[config.mk]
export PLATFORM = sky130hd
export DESIGN_NAME = accel_activity_step_counter
export DESIGN_NICKNAME = d
export VERILOG_FILES = /design/src/hw/rtl/asc_pkg.sv /design/src/hw/rtl/asc_front.sv /design/src/hw/rtl/asc_fifo.sv /design/src/hw/rtl/asc_div.sv /design/src/hw/rtl/asc_back.sv /design/src/hw/rtl/accel_activity_step_counter.sv
export SDC_FILE = /design/constraint.sdc
export NUM_CORES = 1
export LEC_CHECK = 0
export ABC_CLOCK_PERIOD_IN_PS = 8300
export CAP_MARGIN = 20
export CORE_MARGIN = 5
export CORE_UTILIZATION = 46
export CTS_BUF_LIST = sky130_fd_sc_hd__clkbuf_16
export DETAILED_ROUTE_END_ITERATION = 10
export DONT_BUFFER_PORTS = 1
export GPL_TIMING_DRIVEN = 0
export PLACE_DENSITY = 0.68
export SLEW_MARGIN = 20
export SYNTH_ARGS = -nofsm -noshare
export SYNTH_HDL_FRONTEND = slang
export SYNTH_SLANG_ARGS = --single-unit
[constraint.sdc]
create_clock -name clk -period 8.3 [get_ports clk]
set_input_delay 0.83 -clock clk [delete_from_list [all_inputs] [get_ports clk]]
set_output_delay 0.83 -clock clk [all_outputs]
set_load 0.02 [all_outputs]
[src/hw/rtl/asc_pkg.sv]
// ============================================================================
// asc_pkg: shared types and constants for the accelerometer step counter
// Widths, window length, queue depth, register map and the sequencer states.
// ============================================================================
`default_nettype none

package asc_pkg;

    localparam int AXES      = 3;
    localparam int AXIS_W    = $clog2(AXES);
    localparam int SAMPLE_W  = 14;
    localparam int SUM_W     = 17;
    localparam int THR_W     = 14;
    localparam int STEP_W    = 16;
    localparam int PCT_W     = 7;

    // samples per window, 1..7
    localparam int WINDOW    = 5;
    localparam int FILL_W    = $clog2(WINDOW + 1);

    // window average: (sum * AVG_RECIP) >> AVG_SHIFT equals sum / WINDOW,
    // truncated, for every SUM_W-bit sum and every window length 1..7
    localparam int AVG_SHIFT  = 20;
    localparam int RECIP_W    = AVG_SHIFT + 1;
    localparam logic [RECIP_W-1:0] AVG_RECIP =
        RECIP_W'(((1 << AVG_SHIFT) + WINDOW - 1) / WINDOW);
    localparam int AVG_PROD_W = SUM_W + RECIP_W;

    // divider: dividend wide enough for step_count * 100
    localparam int PROD_W    = STEP_W + PCT_W;
    localparam int DIV_CNT_W = $clog2(PROD_W);

    localparam logic [PCT_W-1:0]  PCT_FULL  = 7'd100;
    localparam logic [STEP_W-1:0] COUNT_MAX = '1;

    localparam int QUEUE_DEPTH = 2;
    localparam int QPTR_W      = (QUEUE_DEPTH > 1) ? $clog2(QUEUE_DEPTH) : 1;
    localparam int QCNT_W      = $clog2(QUEUE_DEPTH + 1);

    // register file
    localparam int PADDR_W = 3;
    localparam int PDATA_W = 32;
    localparam logic REG_IDX_THRESH = 1'b0;
    localparam logic REG_IDX_GOAL   = 1'b1;
    localparam logic [THR_W-1:0]  THRESH_RESET = 14'd100;
    localparam logic [STEP_W-1:0] GOAL_RESET   = 16'd1;

    typedef struct packed {
        logic [AXES-1:0][SUM_W-1:0] sum;
    } win_t;

    typedef struct packed {
        logic              start;
        logic [PROD_W-1:0] dividend;
        logic [STEP_W-1:0] divisor;
    } div_req_t;

    typedef struct packed {
        logic              busy;
        logic              done;
        logic [PROD_W-1:0] quotient;
    } div_rsp_t;

    typedef enum logic [2:0] {
        ST_IDLE,
        ST_AVG,
        ST_STEP,
        ST_PCT_GO,
        ST_PCT,
        ST_OUT
    } back_state_t;

endpackage

`default_nettype wire

[src/hw/rtl/asc_front.sv]
// ============================================================================
// asc_front: sample intake
// Accumulates per-axis absolute differences and pushes the window sums into
// the queue when a window completes.
// ============================================================================
`default_nettype none

module asc_front
    import asc_pkg::*;
(
    input  wire logic                            clk,
    input  wire logic                            rst_n,
    input  wire logic                            in_valid,
    output logic                                 in_stall,
    input  wire logic [AXES-1:0][SAMPLE_W-1:0]   sample,
    input  wire logic                            q_full,
    output logic                                 q_push,
    output win_t                                 q_data
);

    logic [SAMPLE_W-1:0] last_reg [AXES];
    logic [SUM_W-1:0]    sum_reg  [AXES];
    logic [FILL_W-1:0]   fill_reg;

    logic [SUM_W-1:0]    sum_next [AXES];
    logic [FILL_W-1:0]   fill_next;
    logic                accept;
    logic                win_done;

    assign in_stall  = q_full;
    assign accept    = in_valid && !in_stall;
    assign fill_next = fill_reg + FILL_W'(1);
    assign win_done  = (fill_next == FILL_W'(WINDOW));

    always_comb
    begin
        for (int a = 0; a < AXES; a++)
        begin
            logic [SAMPLE_W-1:0] d;
            d = (sample[a] >= last_reg[a]) ? (sample[a] - last_reg[a])
                                           : (last_reg[a] - sample[a]);
            sum_next[a] = sum_reg[a] + SUM_W'(d);
            q_data.sum[a] = sum_next[a];
        end
    end

    assign q_push = accept && win_done;

    always_ff @(posedge clk or negedge rst_n)
    begin
        if (!rst_n)
        begin
            fill_reg <= '0;
            for (int a = 0; a < AXES; a++)
            begin
                last_reg[a] <= '0;
                sum_reg[a]  <= '0;
            end
        end
        else if (accept)
        begin
            fill_reg <= win_done ? '0 : fill_next;
            for (int a = 0; a < AXES; a++)
            begin
                last_reg[a] <= sample[a];
                sum_reg[a]  <= win_done ? '0 : sum_next[a];
            end
        end
    end

endmodule

`default_nettype wire

[src/hw/rtl/asc_fifo.sv]
// ============================================================================
// asc_fifo: window queue
// Short register queue of completed window sums between intake and back end.
// ============================================================================
`default_nettype none

module asc_fifo
    import asc_pkg::*;
(
    input  wire logic  clk,
    input  wire logic  rst_n,
    input  wire logic  push,
    input  win_t       push_data,
    output logic       full,
    input  wire logic  pop,
    output win_t       head,
    output logic       empty
);

    win_t              mem_reg [QUEUE_DEPTH];
    logic [QPTR_W-1:0] wr_ptr_reg;
    logic [QPTR_W-1:0] rd_ptr_reg;
    logic [QCNT_W-1:0] cnt_reg;

    logic do_push;
    logic do_pop;

    assign full    = (cnt_reg == QCNT_W'(QUEUE_DEPTH));
    assign empty   = (cnt_reg == '0);
    assign do_push = push && !full;
    assign do_pop  = pop && !empty;
    assign head    = mem_reg[rd_ptr_reg];

    function automatic logic [QPTR_W-1:0] ptr_inc(input logic [QPTR_W-1:0] p);
        return (p == QPTR_W'(QUEUE_DEPTH - 1)) ? '0 : p + QPTR_W'(1);
    endfunction

    always_ff @(posedge clk or negedge rst_n)
    begin
        if (!rst_n)
        begin
            wr_ptr_reg <= '0;
            rd_ptr_reg <= '0;
            cnt_reg    <= '0;
        end
        else
        begin
            if (do_push)
                wr_ptr_reg <= ptr_inc(wr_ptr_reg);
            if (do_pop)
                rd_ptr_reg <= ptr_inc(rd_ptr_reg);
            if (do_push && !do_pop)
                cnt_reg <= cnt_reg + QCNT_W'(1);
            else if (do_pop && !do_push)
                cnt_reg <= cnt_reg - QCNT_W'(1);
        end
    end

    always_ff @(posedge clk)
    begin
        if (do_push)
            mem_reg[wr_ptr_reg] <= push_data;
    end

    a_no_push_when_full: assert property (@(posedge clk) disable iff (!rst_n)
        !(push && full))
        else $error("window queue overflow");

endmodule

`default_nettype wire

[src/hw/rtl/asc_div.sv]
// ============================================================================
// asc_div: iterative divider
// Restoring shift-subtract divider, one quotient bit per cycle, for the
// percent-of-goal result.
// ============================================================================
`default_nettype none

module asc_div
    import asc_pkg::*;
(
    input  wire logic clk,
    input  wire logic rst_n,
    input  div_req_t  req,
    output div_rsp_t  rsp
);

    logic [STEP_W-1:0]    rem_reg;
    logic [PROD_W-1:0]    quo_reg;
    logic [STEP_W-1:0]    dvs_reg;
    logic [DIV_CNT_W-1:0] cnt_reg;
    logic                 busy_reg;
    logic                 done_reg;

    logic [STEP_W:0] shifted;
    logic [STEP_W:0] diff;
    logic            ge;

    assign shifted = {rem_reg, quo_reg[PROD_W-1]};
    assign ge      = (shifted >= {1'b0, dvs_reg});
    assign diff    = shifted - {1'b0, dvs_reg};

    assign rsp.busy     = busy_reg;
    assign rsp.done     = done_reg;
    assign rsp.quotient = quo_reg;

    always_ff @(posedge clk or negedge rst_n)
    begin
        if (!rst_n)
        begin
            busy_reg <= 1'b0;
            done_reg <= 1'b0;
            cnt_reg  <= '0;
        end
        else if (req.start)
        begin
            busy_reg <= 1'b1;
            done_reg <= 1'b0;
            cnt_reg  <= '0;
        end
        else if (busy_reg)
        begin
            cnt_reg <= cnt_reg + DIV_CNT_W'(1);
            if (cnt_reg == DIV_CNT_W'(PROD_W - 1))
            begin
                busy_reg <= 1'b0;
                done_reg <= 1'b1;
            end
        end
        else
        begin
            done_reg <= 1'b0;
        end
    end

    always_ff @(posedge clk)
    begin
        if (req.start)
        begin
            rem_reg <= '0;
            quo_reg <= req.dividend;
            dvs_reg <= req.divisor;
        end
        else if (busy_reg)
        begin
            // remainder stays below the divisor, so it fits STEP_W bits
            rem_reg <= ge ? diff[STEP_W-1:0] : shifted[STEP_W-1:0];
            quo_reg <= {quo_reg[PROD_W-2:0], ge};
        end
    end

    a_start_when_free: assert property (@(posedge clk) disable iff (!rst_n)
        !(req.start && busy_reg))
        else $error("divider started while busy");

endmodule

`default_nettype wire

[src/hw/rtl/asc_back.sv]
// ============================================================================
// asc_back: window evaluation
// Pops window sums, forms the averages and step decision, runs the percent
// division and holds the result register for the output channel.
// ============================================================================
`default_nettype none

module asc_back
    import asc_pkg::*;
(
    input  wire logic                           clk,
    input  wire logic                           rst_n,
    input  wire logic [THR_W-1:0]               step_threshold,
    input  wire logic [STEP_W-1:0]              goal_limit,
    input  win_t                                q_head,
    input  wire logic                           q_empty,
    output logic                                q_pop,
    output div_req_t                            div_req,
    input  div_rsp_t                            div_rsp,
    output logic                                out_valid,
    input  wire logic                           out_stall,
    output logic [AXES-1:0][SAMPLE_W-1:0]       avg,
    output logic [STEP_W-1:0]                   step_total,
    output logic                                step_seen,
    output logic [PCT_W-1:0]                    percent_of_goal
);

    localparam logic [AXIS_W-1:0] LAST_AXIS = AXIS_W'(AXES - 1);

    back_state_t          state_reg, state_next;
    logic [AXIS_W-1:0]    axis_reg;
    logic [AXIS_W-1:0]    axis_nxt;
    logic [STEP_W-1:0]    step_count_reg;
    logic [SAMPLE_W-1:0]  prev_reg [AXES];
    logic                 out_valid_reg;

    win_t                 win_reg;
    logic [SAMPLE_W-1:0]  avg_reg [AXES];
    logic                 seen_reg;
    logic [PCT_W-1:0]     pct_reg;

    logic [AXES-1:0][SAMPLE_W-1:0] out_avg_reg;
    logic [STEP_W-1:0]    out_total_reg;
    logic                 out_seen_reg;
    logic [PCT_W-1:0]     out_pct_reg;

    logic                 out_free;
    logic                 pct_sat;
    logic                 seen;
    logic                 load_out;
    logic [AVG_PROD_W-1:0] avg_prod;

    assign axis_nxt = axis_reg + AXIS_W'(1);
    assign out_free = !out_valid_reg || !out_stall;
    // count >= goal (also goal of zero) means 100 percent, no division
    assign pct_sat  = (step_count_reg >= goal_limit);

    // one axis average per cycle by reciprocal multiply
    assign avg_prod = AVG_PROD_W'(win_reg.sum[axis_reg]) * AVG_PROD_W'(AVG_RECIP);

    // threshold sum formed one bit wider so it never wraps
    always_comb
    begin
        seen = 1'b0;
        for (int a = 0; a < AXES; a++)
        begin
            if ({1'b0, avg_reg[a]} > ({1'b0, prev_reg[a]} + {1'b0, step_threshold}))
                seen = 1'b1;
        end
    end

    // next state
    always_comb
    begin
        state_next = state_reg;
        unique case (state_reg)
            ST_IDLE:
                if (!q_empty)
                    state_next = ST_AVG;
            ST_AVG:
                if (axis_reg == LAST_AXIS)
                    state_next = ST_STEP;
            ST_STEP:
                state_next = ST_PCT_GO;
            ST_PCT_GO:
                state_next = pct_sat ? ST_OUT : ST_PCT;
            ST_PCT:
                if (div_rsp.done)
                    state_next = ST_OUT;
            ST_OUT:
                if (out_free)
                    state_next = ST_IDLE;
            default:
                state_next = ST_IDLE;
        endcase
    end

    // outputs
    always_comb
    begin
        q_pop            = 1'b0;
        load_out         = 1'b0;
        div_req.start    = 1'b0;
        div_req.dividend = '0;
        div_req.divisor  = '0;
        unique case (state_reg)
            ST_IDLE:
                q_pop = !q_empty;
            ST_AVG:
                ;
            ST_STEP:
                ;
            ST_PCT_GO:
                if (!pct_sat)
                begin
                    div_req.start    = 1'b1;
                    div_req.dividend = PROD_W'(step_count_reg) * PROD_W'(PCT_FULL);
                    div_req.divisor  = goal_limit;
                end
            ST_PCT:
                ;
            ST_OUT:
                load_out = out_free;
            default:
                ;
        endcase
    end

    always_ff @(posedge clk or negedge rst_n)
    begin
        if (!rst_n)
        begin
            state_reg      <= ST_IDLE;
            axis_reg       <= '0;
            step_count_reg <= '0;
            out_valid_reg  <= 1'b0;
            for (int a = 0; a < AXES; a++)
                prev_reg[a] <= '0;
        end
        else
        begin
            state_reg <= state_next;
            if (state_reg == ST_IDLE)
                axis_reg <= '0;
            else if (state_reg == ST_AVG)
                axis_reg <= axis_nxt;
            if (state_reg == ST_STEP && seen && step_count_reg != COUNT_MAX)
                step_count_reg <= step_count_reg + STEP_W'(1);
            if (load_out)
            begin
                out_valid_reg <= 1'b1;
                for (int a = 0; a < AXES; a++)
                    prev_reg[a] <= avg_reg[a];
            end
            else if (!out_stall)
            begin
                out_valid_reg <= 1'b0;
            end
        end
    end

    always_ff @(posedge clk)
    begin
        if (q_pop)
            win_reg <= q_head;
        if (state_reg == ST_AVG)
            avg_reg[axis_reg] <= avg_prod[AVG_SHIFT +: SAMPLE_W];
        if (state_reg == ST_STEP)
            seen_reg <= seen;
        if (state_reg == ST_PCT_GO && pct_sat)
            pct_reg <= PCT_FULL;
        else if (state_reg == ST_PCT && div_rsp.done)
            pct_reg <= div_rsp.quotient[PCT_W-1:0];
        if (load_out)
        begin
            for (int a = 0; a < AXES; a++)
                out_avg_reg[a] <= avg_reg[a];
            out_total_reg <= step_count_reg;
            out_seen_reg  <= seen_reg;
            out_pct_reg   <= pct_reg;
        end
    end

    assign out_valid       = out_valid_reg;
    assign avg             = out_avg_reg;
    assign step_total      = out_total_reg;
    assign step_seen       = out_seen_reg;
    assign percent_of_goal = out_pct_reg;

    a_pct_bounded: assert property (@(posedge clk) disable iff (!rst_n)
        out_valid_reg |-> (out_pct_reg <= PCT_FULL))
        else $error("percent above full scale");

    a_seen_has_count: assert property (@(posedge clk) disable iff (!rst_n)
        (out_valid_reg && out_seen_reg) |-> (out_total_reg != '0))
        else $error("step flagged with zero total");

    a_count_monotonic: assert property (@(posedge clk) disable iff (!rst_n)
        step_count_reg >= $past(step_count_reg))
        else $error("step count went backwards");

endmodule

`default_nettype wire

[src/hw/rtl/accel_activity_step_counter.sv]
// ============================================================================
// accel_activity_step_counter: three-axis accelerometer step counter
// Windowed activity averages, step detection and percent of goal.
// ============================================================================
// Usage:
//   Input channel (in_valid/in_stall, sample_x/y/z): one sample per transfer.
//   The intake takes a sample every cycle while the window queue has room;
//   in_stall rises only when the queue is full.
//   Every WINDOW-th sample closes a window and yields one output transfer
//   (out_valid/out_stall) with the three averages, step total, step flag and
//   percent of goal; other samples yield nothing.
//   Per window the back end forms the three averages by reciprocal multiply,
//   one axis per cycle, then runs a one-bit-per-cycle divider for the
//   percent unless the percent saturates, in which case no division runs.
//   The back end takes no new window until the last one's result is loaded
//   into the result register; the percent divider is the rate-setting unit.
//   While out_stall is high the result register holds; the back end finishes
//   the next window and waits, and the queue keeps taking samples until full.
//   Reset clears sums, last samples, previous averages and the step count;
//   step_threshold resets to 100 and step_goal to 1. The user must write the registers
//   over the APB port only while the block is idle; the block does not enforce it.
// ============================================================================
`default_nettype none

module accel_activity_step_counter
    import asc_pkg::*;
(
    input  wire logic                 clk,
    input  wire logic                 rst_n,

    input  wire logic                 psel,
    input  wire logic                 penable,
    input  wire logic                 pwrite,
    input  wire logic [PADDR_W-1:0]   paddr,
    input  wire logic [PDATA_W-1:0]   pwdata,
    output logic      [PDATA_W-1:0]   prdata,
    output logic                      pready,

    input  wire logic                 in_valid,
    output logic                      in_stall,
    input  wire logic [SAMPLE_W-1:0]  sample_x,
    input  wire logic [SAMPLE_W-1:0]  sample_y,
    input  wire logic [SAMPLE_W-1:0]  sample_z,

    output logic                      out_valid,
    input  wire logic                 out_stall,
    output logic [SAMPLE_W-1:0]       avg_x,
    output logic [SAMPLE_W-1:0]       avg_y,
    output logic [SAMPLE_W-1:0]       avg_z,
    output logic [STEP_W-1:0]         step_total,
    output logic                      step_seen,
    output logic [PCT_W-1:0]          percent_of_goal
);

    logic [THR_W-1:0]  thresh_reg;
    logic [STEP_W-1:0] goal_reg;
    logic              reg_wr;

    logic [AXES-1:0][SAMPLE_W-1:0] sample;
    logic [AXES-1:0][SAMPLE_W-1:0] avg;

    logic     q_push;
    win_t     q_push_data;
    logic     q_full;
    logic     q_pop;
    win_t     q_head;
    logic     q_empty;
    div_req_t div_req;
    div_rsp_t div_rsp;

    // register file: index taken from paddr[2]
    assign pready = 1'b1;
    assign reg_wr = psel && penable && pwrite && pready;

    always_ff @(posedge clk or negedge rst_n)
    begin
        if (!rst_n)
        begin
            thresh_reg <= THRESH_RESET;
            goal_reg   <= GOAL_RESET;
        end
        else if (reg_wr)
        begin
            if (paddr[2] == REG_IDX_GOAL)
                goal_reg <= pwdata[STEP_W-1:0];
            else
                thresh_reg <= pwdata[THR_W-1:0];
        end
    end

    assign prdata = (paddr[2] == REG_IDX_GOAL) ? PDATA_W'(goal_reg)
                                               : PDATA_W'(thresh_reg);

    assign sample = {sample_z, sample_y, sample_x};
    assign avg_x  = avg[0];
    assign avg_y  = avg[1];
    assign avg_z  = avg[2];

    asc_front u_front (
        .clk      (clk),
        .rst_n    (rst_n),
        .in_valid (in_valid),
        .in_stall (in_stall),
        .sample   (sample),
        .q_full   (q_full),
        .q_push   (q_push),
        .q_data   (q_push_data)
    );

    asc_fifo u_fifo (
        .clk       (clk),
        .rst_n     (rst_n),
        .push      (q_push),
        .push_data (q_push_data),
        .full      (q_full),
        .pop       (q_pop),
        .head      (q_head),
        .empty     (q_empty)
    );

    asc_div u_div (
        .clk   (clk),
        .rst_n (rst_n),
        .req   (div_req),
        .rsp   (div_rsp)
    );

    asc_back u_back (
        .clk             (clk),
        .rst_n           (rst_n),
        .step_threshold  (thresh_reg),
        .goal_limit      (goal_reg),
        .q_head          (q_head),
        .q_empty         (q_empty),
        .q_pop           (q_pop),
        .div_req         (div_req),
        .div_rsp         (div_rsp),
        .out_valid       (out_valid),
        .out_stall       (out_stall),
        .avg             (avg),
        .step_total      (step_total),
        .step_seen       (step_seen),
        .percent_of_goal (percent_of_goal)
    );

endmodule

`default_nettype wire

==> PnR_summary.wiki, run 1 <==
{| class="wikitable"
! Metric !! Value
|-
| Final critical delay including setup and external delays || 7.723 ns
|-
| Sum of net half-perimeters after detailed placement || around 59000 µm
|-
| Number of H-tree levels || 2
|-
| Core Footprint || 75820 µm²
|-
| Endpoint of the worst-slack reg-to-reg timing path || u_back.avg_reg[2][13]
|-
| Max capacitance violation total || 0
|-
| Final GP Congestion || 0.8806
|-
| Critical path launch point type || flop
|-
| Ranking of synthesized cells by area || sky130_fd_sc_hd__edfxtp_1 26%, sky130_fd_sc_hd__ha_1 15%, sky130_fd_sc_hd__dfrtp_1 14%
|-
| Worst setup slack for register-to-register paths || 0.58 ns
|-
| Share of synthesized cell area in full adder, half adder and majority cells || 21.58%
|-
| R2R Path Start || u_back.axis_reg[0]
|-
| Number of remaining DRC errors || 0
|-
| XOR/XNOR Fraction of Synth Area || 4.358%
|-
| Main combinational cell family by area after synthesis || adder cells
|-
| Detail-routed via count per cell || 5.310
|-
| Crit path DAT || 8.05 ns
|-
| Initial core utilization || between 40% and 50%
|-
| Final design utilization || 50.75%
|-
| Antenna diode count || 0
|-
| Total area of sequential cells || 14530 µm²
|-
| Synthesis-to-finish area growth || 9.425%
|-
| Number of clock sinks || about 530
|-
| Die height || 286.5 µm
|-
| Latest clock arrival within the worst-skew pair || between 0.6 and 0.7 ns
|-
| RSZ-0062 raised after global routing || no
|-
| Detailed-route via count || 22.82k
|-
| Number of flip-flops under the largest register name || between 100 and 150
|-
| Peak Freq || around 130 MHz
|-
| Number of cell rows || 101
|-
| Cts bufs inserted || between 50 and 60
|-
| I/O Pins || 185
|-
| Via count of the first global-routing pass || 23.00k
|-
| Total routed wirelength || 76320 µm
|-
| Count of cell types in the netlist || 92
|-
| Syn Area/Cell || 11.02 µm²
|-
| IO buf count || 0
|-
| CTS clock-pin slew for the worst setup and hold paths || 0.06 ns
|-
| Number of warnings issued by yosys || 0
|-
| Path depth of the worst reg2reg path || 24
|-
| Pin count of the biggest net entering global routing || 198
|-
| TritonCTS clock tree || done
|-
| Initial DRC Count || 1156
|-
| Ratio of cells with drive above 1 in the final layout || ~11%
|-
| Max Clock Skew || 0.03384 ns
|-
| Path type of the worst setup path || flop to flop
|-
| Post-synthesis instance area || 35170 µm²
|-
| Area fraction in compound gates after synthesis || 12.04%
|-
| Antenna Nets Post-Route || 0
|-
| Final setup fails || 0
|-
| Share of cell area taken by muxes after synthesis || 6.927%
|-
| Number of enable flip-flop cells after synthesis || ~300
|-
| Total routing resource utilization after global routing || 18.54%
|-
| Wirelength per Cell || 17.76 µm
|-
| Cell at the root of the clock tree || sky130_fd_sc_hd__clkbuf_16
|-
| Number of filler instances in the final layout || 6696
|-
| Max-Slew Margin vs Limit || 34.90%
|-
| Slew @ Worst Pin || 0.9663 ns
|-
| Drt pass-1 iters || 4
|-
| Total Die Area || 82080 µm²
|-
| Seq/Total Area, Yosys || 41.33%
|-
| Initial antenna violation count || 0
|-
| Largest area contributor in the netlist || sky130_fd_sc_hd__edfxtp_1
|-
| Number of nets in the final layout || 3897
|-
| Critical Path Sink Type || flop
|-
| Data required time at the worst endpoint || 8.63 ns
|-
| Total count of max-transition violations in the final report || 0
|-
| Asr flop ratio synth || between 30% and 40%
|-
| Cell count after synthesis || between 3k and 4k
|-
| Global-route wire length before repair || 123500 µm
|-
| Max Buffers Root-to-Sink || 3
|-
| Number of hold violations in the final report || 0
|-
| GRT overflow || 0
|-
| Area share of the largest cell type after synthesis || 25.70%
|-
| Multi-input logic area || approximately 19000 µm²
|-
| Final worst path period share || 93.04%
|-
| Number of buffers inserted by post-CTS setup repair || 0
|-
| Simple logic cell fraction of the synthesized area || around 7.7%
|-
| Outcome || complete, no violations
|-
| Register bit total from synthesis || about 530
|-
| Hold/Removal Path Class || primary input to asynchronous set/reset pin
|-
| Commonest register cell after synthesis || sky130_fd_sc_hd__edfxtp_1
|-
| Maximum fanout count along the critical path || 19
|-
| Die Wd || 286.5 µm
|}
==> critical path: stages (launching register included) <==
cell	delay, ns
sky130_fd_sc_hd__dfrtp_1	0.40
sky130_fd_sc_hd__buf_4	0.34
sky130_fd_sc_hd__mux2_2	0.42
sky130_fd_sc_hd__a22oi_1	0.35
sky130_fd_sc_hd__inv_1	0.20
sky130_fd_sc_hd__ha_1	0.42
sky130_fd_sc_hd__inv_1	0.08
sky130_fd_sc_hd__fa_1	0.50
sky130_fd_sc_hd__inv_1	0.05
sky130_fd_sc_hd__fa_1	0.50
sky130_fd_sc_hd__fa_1	0.54
sky130_fd_sc_hd__inv_1	0.05
sky130_fd_sc_hd__fa_1	0.50
sky130_fd_sc_hd__fa_1	0.54
sky130_fd_sc_hd__inv_1	0.04
sky130_fd_sc_hd__ha_1	0.33
sky130_fd_sc_hd__a21oi_1	0.13
sky130_fd_sc_hd__o21ai_0	0.12
sky130_fd_sc_hd__nor4_1	0.48
sky130_fd_sc_hd__a211oi_2	0.20
sky130_fd_sc_hd__o21ai_0	0.30
sky130_fd_sc_hd__a31oi_1	0.17
sky130_fd_sc_hd__a21oi_1	0.25
sky130_fd_sc_hd__o21bai_1	0.11
sky130_fd_sc_hd__xnor2_1	0.42
==> cell usage after synthesis, types with 11 or more instances <==
cell type and instances:
sky130_fd_sc_hd__nor2b_1 39, sky130_fd_sc_hd__xor2_1 54, sky130_fd_sc_hd__nor3_1 29, sky130_fd_sc_hd__a31oi_1 15
sky130_fd_sc_hd__mux2_2 173, sky130_fd_sc_hd__and3_1 12, sky130_fd_sc_hd__a21oi_1 170, sky130_fd_sc_hd__dfxtp_1 23
sky130_fd_sc_hd__clkbuf_1 54, sky130_fd_sc_hd__nand4_1 21, sky130_fd_sc_hd__mux2i_1 45, sky130_fd_sc_hd__o21ai_0 146
sky130_fd_sc_hd__and2_1 32, sky130_fd_sc_hd__a21o_1 90, sky130_fd_sc_hd__a22o_1 33, sky130_fd_sc_hd__edfxtp_1 301
sky130_fd_sc_hd__xnor2_1 121, sky130_fd_sc_hd__a211oi_1 32, sky130_fd_sc_hd__ha_1 429, sky130_fd_sc_hd__o21a_1 18
sky130_fd_sc_hd__nand2_1 167, sky130_fd_sc_hd__dfrtp_1 197, sky130_fd_sc_hd__or3_1 11, sky130_fd_sc_hd__buf_2 18
sky130_fd_sc_hd__buf_4 22, sky130_fd_sc_hd__inv_1 417, sky130_fd_sc_hd__nand2b_1 24, sky130_fd_sc_hd__o21bai_1 36
sky130_fd_sc_hd__nand3_1 47, sky130_fd_sc_hd__nor2_1 137, sky130_fd_sc_hd__fa_1 111
==> routing by layer <==
| metal | wire (µm) | up-vias | GRT usage (%) |
|---|---|---|---|
| li1 | - | 11340 | - |
| met1 | 34330 | 10960 | 24.64 |
| met2 | 36460 | 419 | 31.80 |
| met3 | 3738 | 105 | 3.074 |
| met4 | 1790 | 0 | 4.581 |
| met5 | 0 | - | 0 |
==> layout make-up <==
type	instances	share of cell area (%)
repair buffers	10	0.3739
plain buffers	103	1.411
flip-flops and latches	525	37.77
clock inverters	48	1.180
clock buffers	57	3.707
well taps	978	3.180
inverters	418	4.077
multi-input cells	2159	48.30
==> worst max path at each step <==
stage                             startpoint                     to  slack (ns)  cells past startpoint
after CTS                 u_back.axis_reg[0]  u_back.avg_reg[0][13]        0.03                     21
after global placement    u_back.axis_reg[0]  u_back.avg_reg[2][13]       -0.12                     24
after global routing      u_back.axis_reg[1]  u_back.avg_reg[2][13]        0.10                     26
after detailed placement  u_back.axis_reg[0]  u_back.avg_reg[2][13]       -0.17                     24
after floorplan           u_back.axis_reg[0]  u_back.avg_reg[0][13]        1.64                     24
final                     u_back.axis_reg[0]  u_back.avg_reg[2][13]        0.58                     24
==> cells by family (layout without fill, tap and decap cells) <==
family,count (synthesis),in the layout
XOR/XNOR,175,175
buffers and inverters,522,636
AND/OR/NAND/NOR,560,560
multiplexers,220,220
adder cells (fa/ha/maj),540,540
flip-flops,525,525
AO/OA/AOI/OAI,647,647
other,2,17
==> timing repair <==
item                                    in CTS  in global routing
hold endpoints to repair                   197                  0
gates resized for setup                      3                  1
endpoints found under the setup margin       6                 12
hold buffers                                 1                  0
==> per-stage QoR <==
stage	TNS, ns	area [µm²]	setup WS (ns)	instances	hold slack [ns]
after floorplan	0	35220	1.638	3206	0.4003
after global placement	-0.3559	36450	-0.1188	4184	0.4175
after detailed placement	-0.5102	36550	-0.1701	4192	0.4141
after CTS	0	38460	0.02860	4298	0.01779
after global routing	0	38480	0.1010	4298	0.01732
final	0	38480	0.5773	4298	0.05593
==> cells in the final DEF, fill, tap and decap left out, types with 9 or more instances in the layout <==
master	netlist	layout
sky130_fd_sc_hd__o21a_1	18	18
sky130_fd_sc_hd__inv_1	417	422
sky130_fd_sc_hd__dfxtp_1	23	23
sky130_fd_sc_hd__and3_1	12	11
sky130_fd_sc_hd__mux2i_1	45	45
sky130_fd_sc_hd__nand3_1	47	47
sky130_fd_sc_hd__edfxtp_1	301	301
sky130_fd_sc_hd__a31oi_1	15	15
sky130_fd_sc_hd__nand2b_1	24	24
sky130_fd_sc_hd__a21oi_1	170	170
sky130_fd_sc_hd__nor2b_1	39	39
sky130_fd_sc_hd__xnor2_1	121	121
sky130_fd_sc_hd__a211oi_1	32	32
sky130_fd_sc_hd__o21ai_1	5	9
sky130_fd_sc_hd__buf_4	22	27
sky130_fd_sc_hd__xor2_1	54	54
sky130_fd_sc_hd__and2_1	32	32
sky130_fd_sc_hd__dfrtp_1	197	197
sky130_fd_sc_hd__clkbuf_16	0	57
sky130_fd_sc_hd__or3_1	11	11
sky130_fd_sc_hd__nor3_1	29	28
sky130_fd_sc_hd__clkinv_2	0	10
sky130_fd_sc_hd__a21o_1	90	90
sky130_fd_sc_hd__buf_2	18	18
sky130_fd_sc_hd__nand4_1	21	21
sky130_fd_sc_hd__nor2_1	137	137
sky130_fd_sc_hd__o21bai_1	36	36
sky130_fd_sc_hd__fa_1	111	111
sky130_fd_sc_hd__a31o_2	10	10
sky130_fd_sc_hd__ha_1	429	429
sky130_fd_sc_hd__clkbuf_1	54	53
sky130_fd_sc_hd__nand2_1	167	167
sky130_fd_sc_hd__a22o_1	33	33
sky130_fd_sc_hd__o21ai_0	146	142
sky130_fd_sc_hd__mux2_2	173	173
sky130_fd_sc_hd__conb_1	2	17
Power of run 1 is left out: the tool's default activity adds up to more than one toggle a clock period on the data nets, which glitch-free logic cannot reach.
==> run 2: changes to the inputs <==
CTS_BUF_LIST = sky130_fd_sc_hd__clkbuf_4   (was sky130_fd_sc_hd__clkbuf_16)
==> run 2 against run 1 <==
Against the previous run: setup slack gained 0.035 ns; sequential cell count did not move; sequential share of layout area is 0.58 points lower; first-iteration DRC count shrank 4.4%; final cell count grew 5.0%; worst hold slack gained 0.059 ns; routed wire length increased by 2.4%; die area is the same; via count increased by 3.6%; highest routed layer unchanged.
==> PnR_summary.wiki, run 2 (synthesis gave the netlist of run 1 again) <==
{| class="wikitable"
! Metric !! Value
|-
| Critical path launch point type || flop
|-
| Total routed wirelength || 78160 µm
|-
| Outcome || complete, no violations
|-
| Global routing met2 resource utilization || 32.41%
|-
| CTS clock-pin slew for the worst setup and hold paths || 0.06 ns
|-
| TritonCTS clock tree || done
|-
| Max Buffers Root-to-Sink || 3
|-
| Setup WS post-layout || between 0.6 and 0.7 ns
|-
| Number of cell rows || 101
|-
| Cts bufs inserted || between 100 and 150
|-
| Final critical delay including setup and external delays || 7.688 ns
|-
| Sum of net half-perimeters after detailed placement || 59380 µm
|-
| Number of clock sinks || 525
|-
| RSZ-0062 raised after global routing || no
|-
| Peak Freq || 130.1 MHz
|-
| Synthesis-to-finish area growth || 11.13%
|-
| Met3 Use GR || 3.948%
|-
| Max Clock Skew || 0.06991 ns
|-
| Number of remaining DRC errors || 0
|-
| Global-route wire length before repair || 127000 µm
|-
| Cell at the root of the clock tree || sky130_fd_sc_hd__clkbuf_4
|-
| Drt pass-1 iters || 5
|-
| Total area of sequential cells || 14530 µm²
|-
| Die Wd || approximately 290 µm
|-
| Total Die Area || 82080 µm²
|-
| Initial DRC Count || 1105
|-
| Number of flip-flops under the largest register name || 102
|-
| Number of filler instances in the final layout || 6715
|-
| Critical Path Sink Type || flop
|-
| Start point of the critical path || u_back.axis_reg[0]
|-
| Final design utilization || 51.54%
|-
| Multi-input logic area || 18590 µm²
|-
| Slew @ Worst Pin || ~1 ns
|-
| Detail-routed via count per cell || 5.235
|-
| Core Footprint || 75820 µm²
|-
| Leading cell type in the layout, fill and taps excluded || sky130_fd_sc_hd__ha_1
|-
| Initial antenna violation count || 2
|-
| Number of hold violations in the final report || 0
|-
| I/O Pins || 185
|-
| Max-Slew Margin vs Limit || 34.32%
|-
| Wirelength per Cell || 17.31 µm
|-
| Path type of the worst setup path || flop to flop
|-
| Placed cell area || roughly 37000 µm²
|-
| Cell depth of the worst hold path || 2
|-
| Number of H-tree levels || 4
|-
| Data required time at the worst endpoint || 8.94 ns
|-
| Via count of the first global-routing pass || roughly 24k
|-
| Highest-utilization routing layer at the global route stage || met2
|-
| Pin count of the biggest net entering global routing || 202
|-
| Total routing resource utilization after global routing || 19.24%
|-
| Setup TNS Final || 0 ns
|-
| Highest-count cells in the layout ignoring fill and taps || 429 x sky130_fd_sc_hd__ha_1, 416 x sky130_fd_sc_hd__inv_1, 301 x sky130_fd_sc_hd__edfxtp_1, 213 x sky130_fd_sc_hd__clkbuf_4, 197 x sky130_fd_sc_hd__dfrtp_1
|-
| Met1 Usage GRT || 24.87%
|-
| Crit path DAT || roughly 8.3 ns
|-
| Final setup fails || 0
|-
| Max capacitance violation total || 0
|-
| Path depth of the worst reg2reg path || 24
|-
| IO buf count || 0
|-
| R2R Path Start || u_back.axis_reg[0]
|-
| Termination of the worst setup path || u_back.avg_reg[2][13]
|-
| Antenna Nets Post-Route || 0
|-
| Number of nets in the final layout || 4041
|-
| Latest clock arrival within the worst-skew pair || about 0.96 ns
|-
| Final GP Congestion || between 0.8 and 0.9
|-
| Die height || 286.5 µm
|-
| Hold/Removal Path Class || primary input to flop
|-
| GRT overflow || 0
|-
| Worst setup timing slack at the placement stage || -0.1701 ns
|-
| Detailed-route via count || 23.64k
|-
| Final worst path period share || between 90% and 100%
|-
| Post-layout instance area || roughly 39000 µm²
|-
| Endpoint of the worst-slack reg-to-reg timing path || u_back.avg_reg[2][13]
|-
| Total count of max-transition violations in the final report || 0
|-
| Maximum fanout count along the critical path || 19
|-
| Ratio of cells with drive above 1 in the final layout || 14.38%
|-
| Initial core utilization || 46.38%
|-
| Worst setup slack for register-to-register paths || approximately 0.61 ns
|}
[run 2: layout make-up]
type                       instances  area share (%)
antenna                            4         0.02561
buffer                           103           1.389
clock buffer                     212           4.072
clock inverter                    47          0.7396
inverter                         418           4.015
multi-input combinational       2159           47.56
sequential                       525           37.19
tap                              978           3.131
timing repair buffer              69           1.879
[run 2: timing repair]
item / 4_1_cts / 5_1_grt
hold buffers: 60 / 0
resized for setup: 2 / 2
endpoints found under the hold margin: 273 / 0
endpoints found under the setup margin: 3 / 12
gates cloned: 0 / 0
setup buffers: 0 / 0
[run 2: how the worst min path moves through the flow]
stage	slack, ns	start	to
6_report	0.12	out_stall	u_back.out_valid
5_1_grt	0.01	out_stall	u_back.out_valid
4_1_cts	0.002	out_stall	u_back.out_valid
3_5_place_dp	0.41	u_back.pct_reg[4]	u_back.percent_of_goal[4]
3_3_place_gp	0.42	u_back.pct_reg[0]	u_back.percent_of_goal[0]
2_1_floorplan	0.40	u_back.seen_reg	u_back.step_seen
[run 2: per-layer routing]
layer / part of all wire, % / vias to the layer above
li1: - / 11740
met1: 45 / 11320
met2: 48 / 471
met3: 4.9 / 113
met4: 2.5 / 0
met5: 0 / -
[run 2: stage by stage]
stage,instances,hold slack [ns]
floorplan,3206,0.4003
global placement,4184,0.4175
detailed placement,4192,0.4141
CTS,4511,0.002497
global route,4515,0.01488
finish,4515,0.1152
[run 2: critical path: stages, from the launching register on]
cell and delay [ns]:
sky130_fd_sc_hd__dfrtp_1 0.40, sky130_fd_sc_hd__buf_4 0.34, sky130_fd_sc_hd__mux2_2 0.42, sky130_fd_sc_hd__a22oi_1 0.34, sky130_fd_sc_hd__inv_1 0.20, sky130_fd_sc_hd__ha_1 0.41
sky130_fd_sc_hd__inv_1 0.08, sky130_fd_sc_hd__fa_1 0.50, sky130_fd_sc_hd__inv_1 0.05, sky130_fd_sc_hd__fa_1 0.50, sky130_fd_sc_hd__fa_1 0.54, sky130_fd_sc_hd__inv_1 0.05
sky130_fd_sc_hd__fa_1 0.50, sky130_fd_sc_hd__fa_1 0.54, sky130_fd_sc_hd__inv_1 0.04, sky130_fd_sc_hd__ha_1 0.33, sky130_fd_sc_hd__a21oi_1 0.13, sky130_fd_sc_hd__o21ai_0 0.12
sky130_fd_sc_hd__nor4_1 0.48, sky130_fd_sc_hd__a211oi_2 0.19, sky130_fd_sc_hd__o21ai_0 0.30, sky130_fd_sc_hd__a31oi_1 0.17, sky130_fd_sc_hd__a21oi_1 0.25, sky130_fd_sc_hd__o21bai_1 0.11
sky130_fd_sc_hd__xnor2_1 0.42
Power of run 2 is left out for the same reason.
